File: config.mk
export PLATFORM = sky130hd
export DESIGN_NAME = sensor_record_packet_deframer_flat
export DESIGN_NICKNAME = d
export VERILOG_FILES = /design/src/srpd_pkg.sv /design/src/srpd_byte_if.sv /design/src/srpd_rec_if.sv /design/src/srpd_decode.sv /design/src/srpd_out_reg.sv /design/src/sensor_record_packet_deframer.sv /design/src/flat_wrapper.sv
export VERILOG_INCLUDE_DIRS = /design/src /design/src/src
export SDC_FILE = /design/constraint.sdc
export NUM_CORES = 1
export LEC_CHECK = 0
export BUFFER_PORTS_ARGS = -buffer_cell sky130_fd_sc_hd__buf_2
export CAP_MARGIN = 20
export CORE_UTILIZATION = 57
export DETAILED_ROUTE_END_ITERATION = 10
export GPL_ROUTABILITY_DRIVEN = 0
export PLACE_DENSITY = 0.86
export SLEW_MARGIN = 20
export SYNTH_ARGS = -nofsm -noshare
export SYNTH_HDL_FRONTEND = slang
export SYNTH_HIERARCHICAL = 1
export SYNTH_SLANG_ARGS = --single-unit
File: constraint.sdc
create_clock -name clk -period 6.1 [get_ports clk]
set_input_delay 1.83 -clock clk [delete_from_list [all_inputs] [get_ports clk]]
set_output_delay 1.83 -clock clk [all_outputs]
set_load 0.02 [all_outputs]
File: src/assert_macros.svh
// Assertion macros shared by the deframer RTL.
`ifndef ASSERT_MACROS_SVH
`define ASSERT_MACROS_SVH

// Same-cycle implication, checked on every rising clk edge outside reset.
`define ASSERT_IMPL(label, ante, cons, msg) \
  label: assert property (@(posedge clk) disable iff (!rst_n) (ante) |-> (cons)) \
    else $error(msg);

// Next-cycle implication.
`define ASSERT_NEXT(label, ante, cons, msg) \
  label: assert property (@(posedge clk) disable iff (!rst_n) (ante) |=> (cons)) \
    else $error(msg);

`endif

File: src/srpd_pkg.sv
// Package: types, codes and timestamp unpacking for the sensor record deframer.
package srpd_pkg;

  localparam logic [7:0] TYPE_FULL  = 8'h02;
  localparam logic [7:0] TYPE_WIND  = 8'h03;
  localparam logic [7:0] TYPE_ENV   = 8'h04;
  localparam logic [2:0] SLOT_FIRST_ENV = 3'd4;
  localparam logic [2:0] SLOT_LAST_WIND = 3'd3;
  localparam logic [2:0] SLOT_LAST_ALL  = 3'd7;

  typedef enum logic [1:0] {
    KIND_STAMP = 2'd0,
    KIND_WORD  = 2'd1,
    KIND_ERROR = 2'd2,
    KIND_TRUNC = 2'd3
  } kind_t;

  typedef struct packed {
    kind_t       result_kind;
    logic [7:0]  packet_type;
    logic [12:0] year;
    logic [3:0]  month;
    logic [4:0]  day_of_month;
    logic [4:0]  hour;
    logic [5:0]  minute;
    logic [5:0]  second;
    logic [4:0]  reading_number;
    logic [2:0]  word_slot;
    logic [15:0] word_value;
    logic        packet_last;
  } item_t;

  typedef struct packed {
    logic  valid;
    item_t item;
  } res_t;

  // Unpack the bit-packed timestamp; ext_byte only counts when ext is set.
  function automatic item_t stamp_item(input logic [7:0] b0, input logic [7:0] b1,
                                       input logic [7:0] b2, input logic [7:0] b3,
                                       input logic [7:0] ext_byte, input logic ext,
                                       input logic [7:0] ptype, input logic last);
    item_t it;
    it                = '0;
    it.result_kind    = KIND_STAMP;
    it.packet_type    = ptype;
    it.year           = {(ext ? ext_byte[7:6] : 2'b00), b3[6:0], b2[7:4]};
    it.month          = b2[3:0];
    it.day_of_month   = b1[7:3];
    it.hour           = {b1[2:0], b0[7:6]};
    it.minute         = b0[5:0];
    it.second         = ext ? ext_byte[5:0] : 6'd0;
    it.packet_last    = last;
    return it;
  endfunction

endpackage

File: src/srpd_byte_if.sv
// Input channel: one stream byte per item.
interface srpd_byte_if;
  logic       valid;
  logic       ready;
  logic [7:0] data_byte;

  modport source (output valid, output data_byte, input ready);
  modport sink   (input valid, input data_byte, output ready);
endinterface

File: src/srpd_rec_if.sv
// Result channel: one decoded record item.
interface srpd_rec_if;
  logic        valid;
  logic        ready;
  logic [1:0]  result_kind;
  logic [7:0]  packet_type;
  logic [12:0] year;
  logic [3:0]  month;
  logic [4:0]  day_of_month;
  logic [4:0]  hour;
  logic [5:0]  minute;
  logic [5:0]  second;
  logic [4:0]  reading_number;
  logic [2:0]  word_slot;
  logic [15:0] word_value;
  logic        packet_last;

  modport source (output valid, output result_kind, output packet_type, output year,
                  output month, output day_of_month, output hour, output minute,
                  output second, output reading_number, output word_slot,
                  output word_value, output packet_last, input ready);
  modport sink   (input valid, input result_kind, input packet_type, input year,
                  input month, input day_of_month, input hour, input minute,
                  input second, input reading_number, input word_slot,
                  input word_value, input packet_last, output ready);
endinterface

File: src/srpd_decode.sv
// Packet parser: state registers and single-pass decode of each accepted byte.
`include "assert_macros.svh"

module srpd_decode import srpd_pkg::*; (
  input  logic       clk,
  input  logic       rst_n,
  input  logic       acc,
  input  logic [7:0] data_byte,
  output res_t       res
);

  logic [7:0] pos_r, pos_nxt;
  logic [7:0] len_r, len_nxt;
  logic [7:0] type_r, type_nxt;
  logic [4:0] rdg_r, rdg_nxt;
  logic [2:0] slot_r, slot_nxt;
  logic       skip_r, skip_nxt;
  logic [7:0] stamp_r [4];
  logic [7:0] hold_r;
  logic       stamp_we;
  logic       hold_we;
  logic [1:0] stamp_idx;
  logic       last;
  logic       ext;
  logic       bad_type;
  logic       end_pkt;

  assign last      = ({1'b0, pos_r} + 9'd1) >= {1'b0, len_r};
  assign ext       = stamp_r[3][7];
  assign bad_type  = (type_r != TYPE_FULL) && (type_r != TYPE_WIND) && (type_r != TYPE_ENV);
  assign stamp_idx = pos_r[1:0] + 2'd2;

  always_comb begin
    pos_nxt  = pos_r;
    len_nxt  = len_r;
    type_nxt = type_r;
    rdg_nxt  = rdg_r;
    slot_nxt = slot_r;
    skip_nxt = skip_r;
    stamp_we = 1'b0;
    hold_we  = 1'b0;
    end_pkt  = 1'b0;
    res      = '0;
    res.item.packet_type = type_r;
    if (acc) begin
      if (pos_r == 8'd0) begin
        type_nxt = data_byte;
        rdg_nxt  = '0;
        slot_nxt = (data_byte == TYPE_ENV) ? SLOT_FIRST_ENV : 3'd0;
        skip_nxt = 1'b0;
        pos_nxt  = 8'd1;
      end else if (pos_r == 8'd1) begin
        len_nxt = data_byte;
        pos_nxt = 8'd2;
      end else if (pos_r <= 8'd5) begin
        stamp_we = 1'b1;
        if (pos_r == 8'd5 && !data_byte[7]) begin
          res.valid = 1'b1;
          res.item  = stamp_item(stamp_r[0], stamp_r[1], stamp_r[2], data_byte,
                                 8'd0, 1'b0, type_r, last);
          if (last) end_pkt = 1'b1;
          else pos_nxt = pos_r + 8'd1;
        end else begin
          pos_nxt = pos_r + 8'd1;
        end
      end else if (pos_r == 8'd6 && ext) begin
        res.valid = 1'b1;
        res.item  = stamp_item(stamp_r[0], stamp_r[1], stamp_r[2], stamp_r[3],
                               data_byte, 1'b1, type_r, last);
        if (last) end_pkt = 1'b1;
        else pos_nxt = pos_r + 8'd1;
      end else if (bad_type) begin
        // one error per packet, then swallow bytes to the end
        if (!skip_r) begin
          res.valid = 1'b1;
          res.item.result_kind = KIND_ERROR;
          res.item.packet_last = 1'b1;
          skip_nxt = 1'b1;
        end
        if (last) end_pkt = 1'b1;
        else pos_nxt = pos_r + 8'd1;
      end else begin
        res.item.reading_number = rdg_r;
        res.item.word_slot      = slot_r;
        // low byte sits at even offset from the end of the timestamp
        if (pos_r[0] == ext) begin
          hold_we = 1'b1;
          if (last) begin
            res.valid = 1'b1;
            res.item.result_kind = KIND_TRUNC;
            res.item.word_value  = {8'd0, data_byte};
            res.item.packet_last = 1'b1;
            end_pkt = 1'b1;
          end else begin
            pos_nxt = pos_r + 8'd1;
          end
        end else begin
          res.valid = 1'b1;
          res.item.result_kind = KIND_WORD;
          res.item.word_value  = {data_byte, hold_r};
          res.item.packet_last = last;
          if (slot_r == ((type_r == TYPE_WIND) ? SLOT_LAST_WIND : SLOT_LAST_ALL)) begin
            slot_nxt = (type_r == TYPE_ENV) ? SLOT_FIRST_ENV : 3'd0;
            rdg_nxt  = rdg_r + 5'd1;
          end else begin
            slot_nxt = slot_r + 3'd1;
          end
          if (last) end_pkt = 1'b1;
          else pos_nxt = pos_r + 8'd1;
        end
      end
      if (end_pkt) begin
        pos_nxt  = 8'd0;
        rdg_nxt  = '0;
        slot_nxt = '0;
        skip_nxt = 1'b0;
      end
    end
  end

  always_ff @(posedge clk) begin
    if (!rst_n) begin
      pos_r  <= '0;
      len_r  <= '0;
      type_r <= '0;
      rdg_r  <= '0;
      slot_r <= '0;
      skip_r <= 1'b0;
    end else begin
      pos_r  <= pos_nxt;
      len_r  <= len_nxt;
      type_r <= type_nxt;
      rdg_r  <= rdg_nxt;
      slot_r <= slot_nxt;
      skip_r <= skip_nxt;
    end
  end

  always_ff @(posedge clk) begin
    if (stamp_we) stamp_r[stamp_idx] <= data_byte;
    if (hold_we) hold_r <= data_byte;
  end

  `ASSERT_IMPL(a_err_is_last, acc && res.valid && (res.item.result_kind == KIND_ERROR || res.item.result_kind == KIND_TRUNC), res.item.packet_last, "error or truncated item without packet_last")
  `ASSERT_NEXT(a_last_rewinds, acc && res.valid && res.item.packet_last && res.item.result_kind != KIND_ERROR, pos_r == 8'd0, "packet_last item did not return parser to type byte")
  `ASSERT_NEXT(a_skip_silent, acc && res.valid && res.item.result_kind == KIND_ERROR, pos_r == 8'd0 || skip_r, "error item not followed by skipping")

endmodule

File: src/srpd_out_reg.sv
// Result register: holds one decoded item until the sink takes it.
`include "assert_macros.svh"

module srpd_out_reg import srpd_pkg::*; (
  input  logic       clk,
  input  logic       rst_n,
  input  res_t       res,
  input  logic       acc,
  output logic       take_ok,
  srpd_rec_if.source out_ch
);

  logic  valid_r, valid_nxt;
  item_t item_r;
  logic  load;

  assign take_ok   = !valid_r || out_ch.ready;
  assign load      = acc && res.valid;
  assign valid_nxt = load ? 1'b1 : (valid_r && !out_ch.ready);

  always_ff @(posedge clk) begin
    if (!rst_n) valid_r <= 1'b0;
    else valid_r <= valid_nxt;
  end

  always_ff @(posedge clk) begin
    if (load) item_r <= res.item;
  end

  assign out_ch.valid          = valid_r;
  assign out_ch.result_kind    = item_r.result_kind;
  assign out_ch.packet_type    = item_r.packet_type;
  assign out_ch.year           = item_r.year;
  assign out_ch.month          = item_r.month;
  assign out_ch.day_of_month   = item_r.day_of_month;
  assign out_ch.hour           = item_r.hour;
  assign out_ch.minute         = item_r.minute;
  assign out_ch.second         = item_r.second;
  assign out_ch.reading_number = item_r.reading_number;
  assign out_ch.word_slot      = item_r.word_slot;
  assign out_ch.word_value     = item_r.word_value;
  assign out_ch.packet_last    = item_r.packet_last;

  `ASSERT_IMPL(a_no_overwrite, valid_r && !out_ch.ready, !load, "result register overwritten while stalled")

endmodule

File: src/sensor_record_packet_deframer.sv
// Top level of the sensor record packet deframer.
// A byte that completes a result shows it on out_ch in the cycle after acceptance.
// Throughput: one byte per cycle; the single result register is the only buffer, and a
// byte is taken whenever that register is empty or being emptied in the same cycle.
// Reset (synchronous, rst_n low): parser expects a type byte, counters clear, output empty.
module sensor_record_packet_deframer import srpd_pkg::*; (
  input  logic       clk,
  input  logic       rst_n,
  srpd_byte_if.sink  in_ch,
  srpd_rec_if.source out_ch
);

  logic acc;
  logic take_ok;
  res_t res;

  assign in_ch.ready = take_ok;
  assign acc         = in_ch.valid && take_ok;

  srpd_decode u_decode (
    .clk       (clk),
    .rst_n     (rst_n),
    .acc       (acc),
    .data_byte (in_ch.data_byte),
    .res       (res)
  );

  srpd_out_reg u_out_reg (
    .clk     (clk),
    .rst_n   (rst_n),
    .res     (res),
    .acc     (acc),
    .take_ok (take_ok),
    .out_ch  (out_ch)
  );

endmodule

File: src/flat_wrapper.sv
// flat-port wrapper written by rule: the top's interface ports become plain ports
module sensor_record_packet_deframer_flat import srpd_pkg::*;
  (clk, rst_n, in_ch_valid, in_ch_data_byte, in_ch_ready, out_ch_valid, out_ch_result_kind, out_ch_packet_type, out_ch_year, out_ch_month, out_ch_day_of_month, out_ch_hour, out_ch_minute, out_ch_second, out_ch_reading_number, out_ch_word_slot, out_ch_word_value, out_ch_packet_last, out_ch_ready);
  srpd_byte_if in_ch_i ();
  srpd_rec_if out_ch_i ();
  input  logic clk;
  input  logic rst_n;
  input wire logic [$bits(in_ch_i.valid)-1:0] in_ch_valid;
  input wire logic [$bits(in_ch_i.data_byte)-1:0] in_ch_data_byte;
  output wire logic [$bits(in_ch_i.ready)-1:0] in_ch_ready;
  output wire logic [$bits(out_ch_i.valid)-1:0] out_ch_valid;
  output wire logic [$bits(out_ch_i.result_kind)-1:0] out_ch_result_kind;
  output wire logic [$bits(out_ch_i.packet_type)-1:0] out_ch_packet_type;
  output wire logic [$bits(out_ch_i.year)-1:0] out_ch_year;
  output wire logic [$bits(out_ch_i.month)-1:0] out_ch_month;
  output wire logic [$bits(out_ch_i.day_of_month)-1:0] out_ch_day_of_month;
  output wire logic [$bits(out_ch_i.hour)-1:0] out_ch_hour;
  output wire logic [$bits(out_ch_i.minute)-1:0] out_ch_minute;
  output wire logic [$bits(out_ch_i.second)-1:0] out_ch_second;
  output wire logic [$bits(out_ch_i.reading_number)-1:0] out_ch_reading_number;
  output wire logic [$bits(out_ch_i.word_slot)-1:0] out_ch_word_slot;
  output wire logic [$bits(out_ch_i.word_value)-1:0] out_ch_word_value;
  output wire logic [$bits(out_ch_i.packet_last)-1:0] out_ch_packet_last;
  input wire logic [$bits(out_ch_i.ready)-1:0] out_ch_ready;
  assign in_ch_i.valid = in_ch_valid;
  assign in_ch_i.data_byte = in_ch_data_byte;
  assign in_ch_ready = in_ch_i.ready;
  assign out_ch_valid = out_ch_i.valid;
  assign out_ch_result_kind = out_ch_i.result_kind;
  assign out_ch_packet_type = out_ch_i.packet_type;
  assign out_ch_year = out_ch_i.year;
  assign out_ch_month = out_ch_i.month;
  assign out_ch_day_of_month = out_ch_i.day_of_month;
  assign out_ch_hour = out_ch_i.hour;
  assign out_ch_minute = out_ch_i.minute;
  assign out_ch_second = out_ch_i.second;
  assign out_ch_reading_number = out_ch_i.reading_number;
  assign out_ch_word_slot = out_ch_i.word_slot;
  assign out_ch_word_value = out_ch_i.word_value;
  assign out_ch_packet_last = out_ch_i.packet_last;
  assign out_ch_i.ready = out_ch_ready;
  sensor_record_packet_deframer u_core (.clk(clk), .rst_n(rst_n), .in_ch(in_ch_i), .out_ch(out_ch_i));
endmodule
==> results of run 1 <==
where the power goes:
group	internal, mW	switching (mW)	total (mW)
registers	1.09	0.0101	1.10
clock network	0.551	0.418	0.968
logic	0.0406	0.0900	0.131
total	1.68	0.518	2.20
final timing paths:
check | startpoint | endpoint | slack [ns] | cells past startpoint
worst max-delay path | u_core/u_decode/pos_r[2] | u_core/u_out_reg/out_ch.result_kind[1] | 1.63 | 14
worst min-delay path | u_core/u_decode/type_r[6] | u_core/u_out_reg/out_ch.packet_type[6] | 0.45 | 0
worst max register to register | u_core/u_decode/pos_r[2] | u_core/u_out_reg/out_ch.result_kind[1] | 1.63 | 14
worst min register to register | u_core/u_decode/type_r[6] | u_core/u_out_reg/out_ch.packet_type[6] | 0.45 | 0
kinds of logic (layout without fill, tap and decap cells):
family / count (synthesis) / count (layout)
AO/OA/AOI/OAI: 80 / 80
adder cells (fa/ha/maj): 14 / 14
AND/OR/NAND/NOR: 190 / 190
buffers and inverters: 39 / 143
XOR/XNOR: 8 / 8
multiplexers: 11 / 11
flip-flops: 148 / 148
metrics by stage:
step           utilization, %  setup slack, ns  cell area [um^2]  hold slack (ns)  cells
2_1_floorplan               -            1.012              6242           0.4214    490
3_3_place_gp            65.06            1.485              6807           0.4307    698
3_5_place_dp            65.06            1.418              6807           0.4473    698
4_1_cts                 70.44            1.719              7370           0.4513    730
5_1_grt                 70.44            1.298              7370           0.4664    730
6_report                70.44            1.630              7370           0.4499    730
worst max-delay path, delay by kind of cell, from the launching register on:
kind | cells | cell delay (ns)
XOR/XNOR | 1 | 0.11
buffers and inverters | 2 | 1.06
flip-flops | 1 | 0.69
AO/OA/AOI/OAI | 1 | 0.26
AND/OR/NAND/NOR | 9 | 1.63
adder cells (fa/ha/maj) | 1 | 0.32
layer usage:
layer  vias to the layer above  global-route usage (%)
li1                       2019                       -
met2                       299                   39.77
met5                         -                       0
met1                      2083                   31.82
met4                         0                   10.96
met3                        47                   5.228
flip-flops by register name, summed over array words and instances (netlist names):
register,flops
u_core/u_out_reg/out_ch.year,13
u_core/u_decode/stamp_r,32
u_core/u_decode/skip_r,1
u_core/u_decode/pos_r,8
u_core/u_decode/slot_r,3
u_core/u_out_reg/out_ch.packet_last,1
u_core/u_decode/len_r,8
u_core/u_out_reg/out_ch.valid,1
u_core/u_out_reg/out_ch.packet_type,8
u_core/u_decode/hold_r,8
u_core/u_out_reg/out_ch.hour,5
u_core/u_out_reg/out_ch.word_value,16
u_core/u_decode/type_r,8
u_core/u_decode/rdg_r,5
u_core/u_out_reg/out_ch.word_slot,3
u_core/u_out_reg/out_ch.minute,6
u_core/u_out_reg/out_ch.month,4
u_core/u_out_reg/out_ch.second,6
u_core/u_out_reg/out_ch.reading_number,5
u_core/u_out_reg/out_ch.result_kind,2
u_core/u_out_reg/out_ch.day_of_month,5
area by class of cell:
| class | count | area share [%] |
|---|---|---|
| Sequential cell | 148 | 55.69 |
| Multi-Input combinational cell | 303 | 26.88 |
| Timing Repair Buffer | 94 | 6.621 |
| Clock buffer | 17 | 5.620 |
| Tap cell | 136 | 2.309 |
| Clock inverter | 15 | 2.020 |
| Inverter | 17 | 0.8659 |
cell usage after synthesis (3+ instances only):
cell type	n
o21ai_0	10
nand3_1	15
nand2_1	47
nand4_1	5
nor2b_1	14
nor3_1	4
edfxtp_1	114
or3_1	4
o31ai_1	4
inv_1	17
nor4_1	4
a31oi_1	6
xor2_1	3
a21boi_0	9
a22oi_1	7
nor2_1	17
ha_1	14
dfxtp_1	34
and3_1	56
a21oi_1	16
o211ai_1	3
clkbuf_1	20
xnor2_1	5
a211oi_1	3
and2_1	5
mux2i_1	11
==> flow_summary.yaml, run 1 <==
status:
  outcome: "completed"
placement:
  dp_hpwl_mm: 8.765
  numPortBuffers: 87
layout:
  drive_above_1_share_pct: 23.40
  multi_input_area_um2: 1981
  area.sequential_um2: 4104
  final_common_cell: "edfxtp_1"
  fill_cells: 710
  final_cell_mix: "114 x edfxtp_1, 87 x buf_2, 56 x and3_1, 47 x nand2_1, 34 x dfxtp_1"
  nets: 607
  antennaDiodeCount: 0
  area_growth_syn_to_layout_pct: 18.06
synth:
  yosys_warnings: 6
  synthAdderAreaFrac_pct: 2.806
  ys_seq_area_share_pct: 65.74
  synthArstFlopShare_pct: 0
  synth_edf_count: 114
  synth_top_cells_by_area: "edfxtp_1 55%, dfxtp_1 11%, and3_1 5.6%"
  syn-num-nets: 516
  synth.distinct_cells: 61
  synth_top_family_by_area: "simple AND/OR/NAND/NOR gates"
  synth_compound_area_share_pct: 9.100
  yosys.area_share.simple_pct: 16.94
  syn_avg_cell_area_um2: 12.74
  synth_top_area_cell: "edfxtp_1"
  yosys.area.top_type_share_pct: 54.84
  ys_ff_latch: 148
  synth_area_um2: 6242
  synth_ff_type: "edfxtp_1"
  synth-xor-area-share_pct: 1.122
  synth_mux_area_share_pct: 1.764
  syn-instance-count: 490
worst_setup_path:
  setup.worst_path.end_class: "flop"
  path_cells: "nand3_1, or2_2, nor2_1, xnor2_1, ha_1, and3_1, and3_1, nand2_1, nand2_1, nor2_1, a211oi_1, nand2_1, inv_2, buf_4"
  critPathKind: "flop to flop"
  crit_path_frequent_cell: "nand2_1"
  arrival_ns: 4.63
  cp_max_fo: 46
  cp_slowest_stage_delay_ns: 0.69
  slowest_stage: "dfxtp_1"
  cp.required_ns: 6.26
  startpoint_type: "flop"
cts:
  cts_setup_buffers: 0
  cts_resized: 0
  worst_skew_pair.late_latency_ns: 0.52
  hold_buffers: 0
  cts_tree: "done"
  clk_pin_slew_ns: 0.06
  numClockSinks: 148
  cts_buffer_depth: 2
  h-tree-depth: 4
  ctsRootBufferMaster: "clkbuf_8"
  numCtsBuffers: 17
sta:
  min_period_over_period_pct: 73.29
  fmax_mhz: 223.7
  worst_pin_slew_ns: 1.156
  grt_setup_unrepaired: "false"
  finClkSkew_ns: 0.01086
  final.setup.tns_ns: 0
  hold_violations: 0
  finalSetupViolCount: 0
  drv_slew: 0
  relSlewSlack_pct: 22.67
  min_period_ns: 4.470
detailed_routing:
  wl_per_cell_um: 18.34
  postRouteAntennaNets: 0
  vias: 4448
  viasPerCell: 6.093
  wl_met3_mm: 1.305
  dr.pass1.iters: 6
  wl_met2_mm: 6.451
  wl_mm: 13.39
  drt-initial-drc-count: 636
  highest-signal-layer: "met4"
  drt-met1-wl_mm: 5.210
  drc: 0
floorplan:
  rows: 37
  initial_core_util_pct: 59.66
  io_pins: 88
  die_w_um: 106.7
  core-area_um2: 10460
  die_area_um2: 11370
  die_h_um: 106.7
grt:
  grt_first_pass_wirelength_mm: 20.72
  grt_util_all_layers_pct: 24.48
  antenna_found_initial: 0
  globalRoute.totalOverflow: 0
  first_global_vias: 4073
  grt_max_degree: 47
pwr:
  irDropWorstVdd_mv: 0.1771
  power_mw: 2.199
  power_leakage_nw: 2.989
  power.density_nw_per_um2: 298.4
hold_path:
  worstHoldPathType: "flop to flop"
flow_run:
  max_cap_violations: 0
(Power assumes the default switching activity.)
==> inputs of run 2 (changes only) <==
--- a/config.mk
+++ b/config.mk
@@ -8,10 +8,10 @@
 export LEC_CHECK = 0
 export BUFFER_PORTS_ARGS = -buffer_cell sky130_fd_sc_hd__buf_2
 export CAP_MARGIN = 20
-export CORE_UTILIZATION = 57
+export CORE_UTILIZATION = 51
 export DETAILED_ROUTE_END_ITERATION = 10
 export GPL_ROUTABILITY_DRIVEN = 0
-export PLACE_DENSITY = 0.86
+export PLACE_DENSITY = 0.82
 export SLEW_MARGIN = 20
 export SYNTH_ARGS = -nofsm -noshare
 export SYNTH_HDL_FRONTEND = slang
==> constraint.sdc (replaced) <==
create_clock -name clk -period 4 [get_ports clk]
set_input_delay 1.2 -clock clk [delete_from_list [all_inputs] [get_ports clk]]
set_output_delay 1.2 -clock clk [all_outputs]
set_load 0.02 [all_outputs]
==> flow_summary.yaml, run 2 (same netlist as run 1, synthesis figures left out) <==
pwr:
  irDropWorstVdd_mv: 0.2838
  power_leakage_nw: 3.057
  power.density_nw_per_um2: 462.6
worst_setup_path:
  startpoint_type: "flop"
  cp_max_fo: 39
  arrival_ns: 3.73
  cp.required_ns: 4.16
  critPathKind: "flop to flop"
  setup.worst_path.end_class: "flop"
layout:
  final_common_cell: "edfxtp_1"
  area_growth_syn_to_layout_pct: 20.77
  finalInstanceArea_um2: 7538
  fill_cells: 854
  antennaDiodeCount: 0
  largest_reg_flops: 32
  nets: 617
  final_cell_mix: "114 x edfxtp_1, 87 x buf_2, 56 x and3_1, 47 x nand2_1, 34 x dfxtp_1"
  regMostFlops: "u_core/u_decode/stamp_r"
  drive_above_1_share_pct: 24.67
detailed_routing:
  dr.pass1.iters: 6
  drt-initial-drc-count: 689
  drc: 0
  wl_mm: 14.13
  wl_per_cell_um: 18.81
  vias: 4478
  postRouteAntennaNets: 0
  viasPerCell: 5.963
sta:
  finClkSkew_ns: 0.01915
  fmax_mhz: 279.6
  relSlewSlack_pct: 41.09
  final.setup.tns_ns: 0
  worst_pin_slew_ns: 0.8836
  min_period_over_period_pct: 89.41
  drv_slew: 0
  min_period_ns: 3.576
  hold_violations: 0
  finalSetupViolCount: 0
  grt_setup_unrepaired: "false"
cts:
  worst_skew_pair.late_latency_ns: 0.42
  clk_pin_slew_ns: 0.06
  numCtsBuffers: 17
  numClockSinks: 148
  h-tree-depth: 4
  ctsRootBufferMaster: "clkbuf_16"
  hold_buffers: 0
  cts_resized: 0
  cts_tree: "done"
  cts_buffer_depth: 2
  cts_setup_buffers: 0
floorplan:
  die_area_um2: 12690
  die_w_um: 112.6
  initial_core_util_pct: 52.19
  core-area_um2: 11960
  rows: 40
  io_pins: 88
  die_h_um: 112.6
hold_path:
  worstHoldPathType: "flop to flop"
flow_run:
  max_cap_violations: 0
grt:
  antenna_found_initial: 0
  grt_first_pass_wirelength_mm: 21.47
  grt_util_all_layers_pct: 22.73
  globalRoute.totalOverflow: 0
  first_global_vias: 4236
  grt_max_degree: 40
status:
  outcome: "completed"
placement:
  dp_hpwl_mm: 9.126
  numPortBuffers: 87
  placed_cell_area_um2: 6917
==> run 2: cell count changes in the layout (fill, tap and decap cells not counted) <==
cell        before  now
inv_2            1    0
clkbuf_16       16   20
clkinvlp_4       4    6
clkinv_8         1    0
buf_12           0    2
clkbuf_1         0    1
clkbuf_8         1    0
inv_6            5    2
buf_4            7   15
clkinv_1         1    0
==> run 2: routing by layer <==
layer	up-vias	GRT usage [%]	part of all wire (%)
li1	2044	-	-
met1	2132	27.97	40
met2	260	38.02	49
met3	42	5.022	8.2
met4	0	11.20	2.8
met5	-	0	0
==> run 2: where the power goes <==
| group | internal (mW) | switching [mW] | total [mW] |
|---|---|---|---|
| registers | 1.66 | 0.0158 | 1.68 |
| logic | 0.0704 | 0.140 | 0.210 |
| clock network | 0.975 | 0.624 | 1.60 |
==> run 2: worst max-delay path, cell delays in order, from the launching register on <==
cell and delay, ns:
dfxtp_1 0.53, ha_1 0.34, and4_1 0.27, nand2_1 0.09
xnor2_1 0.15, ha_1 0.31, and3_1 0.20, a21oi_1 0.15
and3_1 0.25, nand2_1 0.11, nor2_1 0.11, a211oi_1 0.07
nand2_1 0.18, clkinvlp_4 0.26, buf_12 0.26
==> run 2: final cells by class <==
class                   count  area [um^2]  share of cell area (%)
well taps                 147        183.9                   2.440
clock buffers              21        504.2                   6.689
repair buffers            104        588.1                   7.801
clock inverters            11        110.1                   1.461
multi-input cells         303         1981                   26.27
flip-flops and latches    148         4104                   54.44
inverters                  17        67.56                  0.8963
==> run 2: worst paths after layout <==
path,startpoint,to,slack (ns),depth (start not counted)
worst min register to register,u_core/u_decode/type_r[4],u_core/u_out_reg/out_ch.packet_type[4],0.46,0
worst max-delay path,u_core/u_decode/pos_r[0],u_core/u_out_reg/out_ch.month[3],0.42,14
worst min-delay path,u_core/u_decode/type_r[4],u_core/u_out_reg/out_ch.packet_type[4],0.46,0
worst max register to register,u_core/u_decode/pos_r[0],u_core/u_out_reg/out_ch.month[3],0.42,14
==> run 2: through the flow <==
stage | power (mW) | hold WS (ns) | utilization [%] | cells | setup WS (ns)
2_1_floorplan | 1.836 | 0.4214 | - | 490 | 0.08753
3_3_place_gp | 1.900 | 0.4337 | 57.82 | 718 | 0.6248
3_5_place_dp | 1.909 | 0.4436 | 57.82 | 718 | 0.4950
4_1_cts | 3.501 | 0.4608 | 62.96 | 750 | 0.4832
5_1_grt | 3.592 | 0.4860 | 63.02 | 751 | 0.1238
6_report | 3.487 | 0.4641 | 63.02 | 751 | 0.4237
==> inputs of run 3 (changes only) <==
==> constraint.sdc (replaced) <==
create_clock -name clk -period 4 [get_ports clk]
set_input_delay 0.8 -clock clk [delete_from_list [all_inputs] [get_ports clk]]
set_output_delay 0.8 -clock clk [all_outputs]
set_load 0.02 [all_outputs]
==> flow_summary.yaml, run 3 (same netlist as run 1, synthesis figures left out) <==
sta:
  finClkSkew_ns: 0.01093
  grt_setup_unrepaired: "false"
  setup_slack_ns: 0.3648
  worst_pin_slew_ns: 0.9758
  min_period_over_period_pct: 90.88
  relSlewSlack_pct: 34.39
  fmax_mhz: 275.1
  finalSetupViolCount: 0
  hold_violations: 0
  min_period_ns: 3.635
  drv_slew: 0
  final.setup.tns_ns: 0
cts:
  cts_buffer_depth: 2
  numClockSinks: 148
  cts_tree: "done"
  cts_resized: 0
  worst_skew_pair.late_latency_ns: 0.41
  h-tree-depth: 4
  numCtsBuffers: 17
  cts_setup_buffers: 0
  hold_buffers: 0
  clk_pin_slew_ns: 0.06
  ctsRootBufferMaster: "clkbuf_16"
pwr:
  power_leakage_nw: 3.041
  power.density_nw_per_um2: 465.3
  power_mw: 3.488
  irDropWorstVdd_mv: 0.2650
detailed_routing:
  viasPerCell: 5.932
  drt-initial-drc-count: 469
  postRouteAntennaNets: 0
  vias: 4431
  dr.pass1.iters: 5
  wl_per_cell_um: 18.35
  wl_mm: 13.71
  drc: 0
floorplan:
  die_area_um2: 12690
  core-area_um2: 11960
  die_h_um: 112.6
  initial_core_util_pct: 52.19
  rows: 40
  io_pins: 88
  die_w_um: 112.6
worst_setup_path:
  critPathKind: "flop to flop"
  setup.worst_path.end_class: "flop"
  r2r-start: "u_core/u_decode/pos_r[0]"
  crit_start: "u_core/u_decode/pos_r[0]"
  rrSetupSlack_ns: 0.36
  endpoint: "u_core/u_out_reg/out_ch.word_value[7]"
  reg2reg_to: "u_core/u_out_reg/out_ch.word_value[7]"
  cp_slowest_stage_delay_ns: 0.54
  startpoint_type: "flop"
  cp.required_ns: 4.07
  arrival_ns: 3.70
  crit_path_frequent_cell: "nand2_1"
  slowest_stage: "dfxtp_1"
  path_cells: "ha_1, and4_1, nand2_1, xnor2_1, ha_1, and3_1, and3_1, nand2_1, nand2_1, nor2_1, a211oi_1, nand2_1, clkinvlp_4, buf_4"
  cp_max_fo: 29
  worstRegToRegCells: 14
status:
  outcome: "completed"
layout:
  largest_reg_flops: 32
  multi_input_area_um2: 1988
  area.sequential_um2: 4104
  final_cell_mix: "114 x edfxtp_1, 87 x buf_2, 56 x and3_1, 47 x nand2_1, 34 x dfxtp_1"
  fill_cells: 854
  final_common_cell: "edfxtp_1"
  nets: 613
  regMostFlops: "u_core/u_decode/stamp_r"
  area_growth_syn_to_layout_pct: 20.08
  drive_above_1_share_pct: 24.50
  antennaDiodeCount: 0
flow_run:
  max_cap_violations: 0
grt:
  grt_first_pass_wirelength_mm: 21.05
  grt_max_degree: 46
  globalRoute.totalOverflow: 0
  grt_util_all_layers_pct: 22.06
  first_global_vias: 4057
  antenna_found_initial: 0
placement:
  pre_cts_ws_ns: 0.4866
  dp_hpwl_mm: 8.790
  numPortBuffers: 87
hold_path:
  worstHoldPathType: "flop to flop"
[run 3: where the power goes]
part | total (mW) | leakage, nW | internal (mW) | switching (mW)
sequential | 1.68 | 1.38 | 1.66 | 0.0162
clock | 1.60 | 0.286 | 0.956 | 0.647
combinational | 0.206 | 1.38 | 0.0673 | 0.139
[run 3: per-layer routing]
layer  track usage [%]  vias to the layer above  share of wire, %  wire (um)
met5                 0                        -                 0          0
met4             8.000                        0               1.7        228
met3             5.400                       22               7.9       1090
met2             36.79                      242                49       6688
met1             28.03                     2119                42       5703
li1                  -                     2048                 -          -
[run 3: area by class of cell]
cell class | count | share of cell area (%)
Sequential cell | 148 | 54.75
Multi-Input combinational cell | 303 | 26.52
Timing Repair Buffer | 100 | 7.278
Clock buffer | 18 | 5.859
Tap cell | 147 | 2.454
Clock inverter | 14 | 2.237
Inverter | 17 | 0.9014
[run 3: how the worst min path moves through the flow]
stage	start	end	slack (ns)	cells after the start
6_report	u_core/u_decode/type_r[7]	u_core/u_out_reg/out_ch.packet_type[7]	0.47	0
5_1_grt	u_core/u_decode/type_r[7]	u_core/u_out_reg/out_ch.packet_type[7]	0.49	0
4_1_cts	u_core/u_decode/type_r[7]	u_core/u_out_reg/out_ch.packet_type[7]	0.47	0
3_5_place_dp	u_core/u_decode/type_r[4]	u_core/u_out_reg/out_ch.packet_type[4]	0.45	0
3_3_place_gp	u_core/u_decode/type_r[7]	u_core/u_out_reg/out_ch.packet_type[7]	0.44	0
2_1_floorplan	u_core/u_decode/type_r[4]	u_core/u_out_reg/out_ch.packet_type[4]	0.42	0
[run 3: worst max-delay path, delay by kind of cell, from the launching register on]
family                     cells  cell delay [ns]
adders and majority gates      2             0.63
AOI/OAI and AO/OA              1             0.22
buffers and inverters          2             0.47
DFF                            1             0.54
xor gates and xnor gates       1             0.15
and+or+nand+nor                8             1.25
[run 3: stage by stage]
stage	cells	instance area (um^2)	util (%)	hold WS, ns
after floorplan	490	6246	-	0.4214
after global placement	715	6882	57.53	0.4441
after detailed placement	715	6882	57.53	0.4471
after CTS	747	7488	62.60	0.4694
after global routing	747	7496	62.67	0.4856
final	747	7496	62.67	0.4668
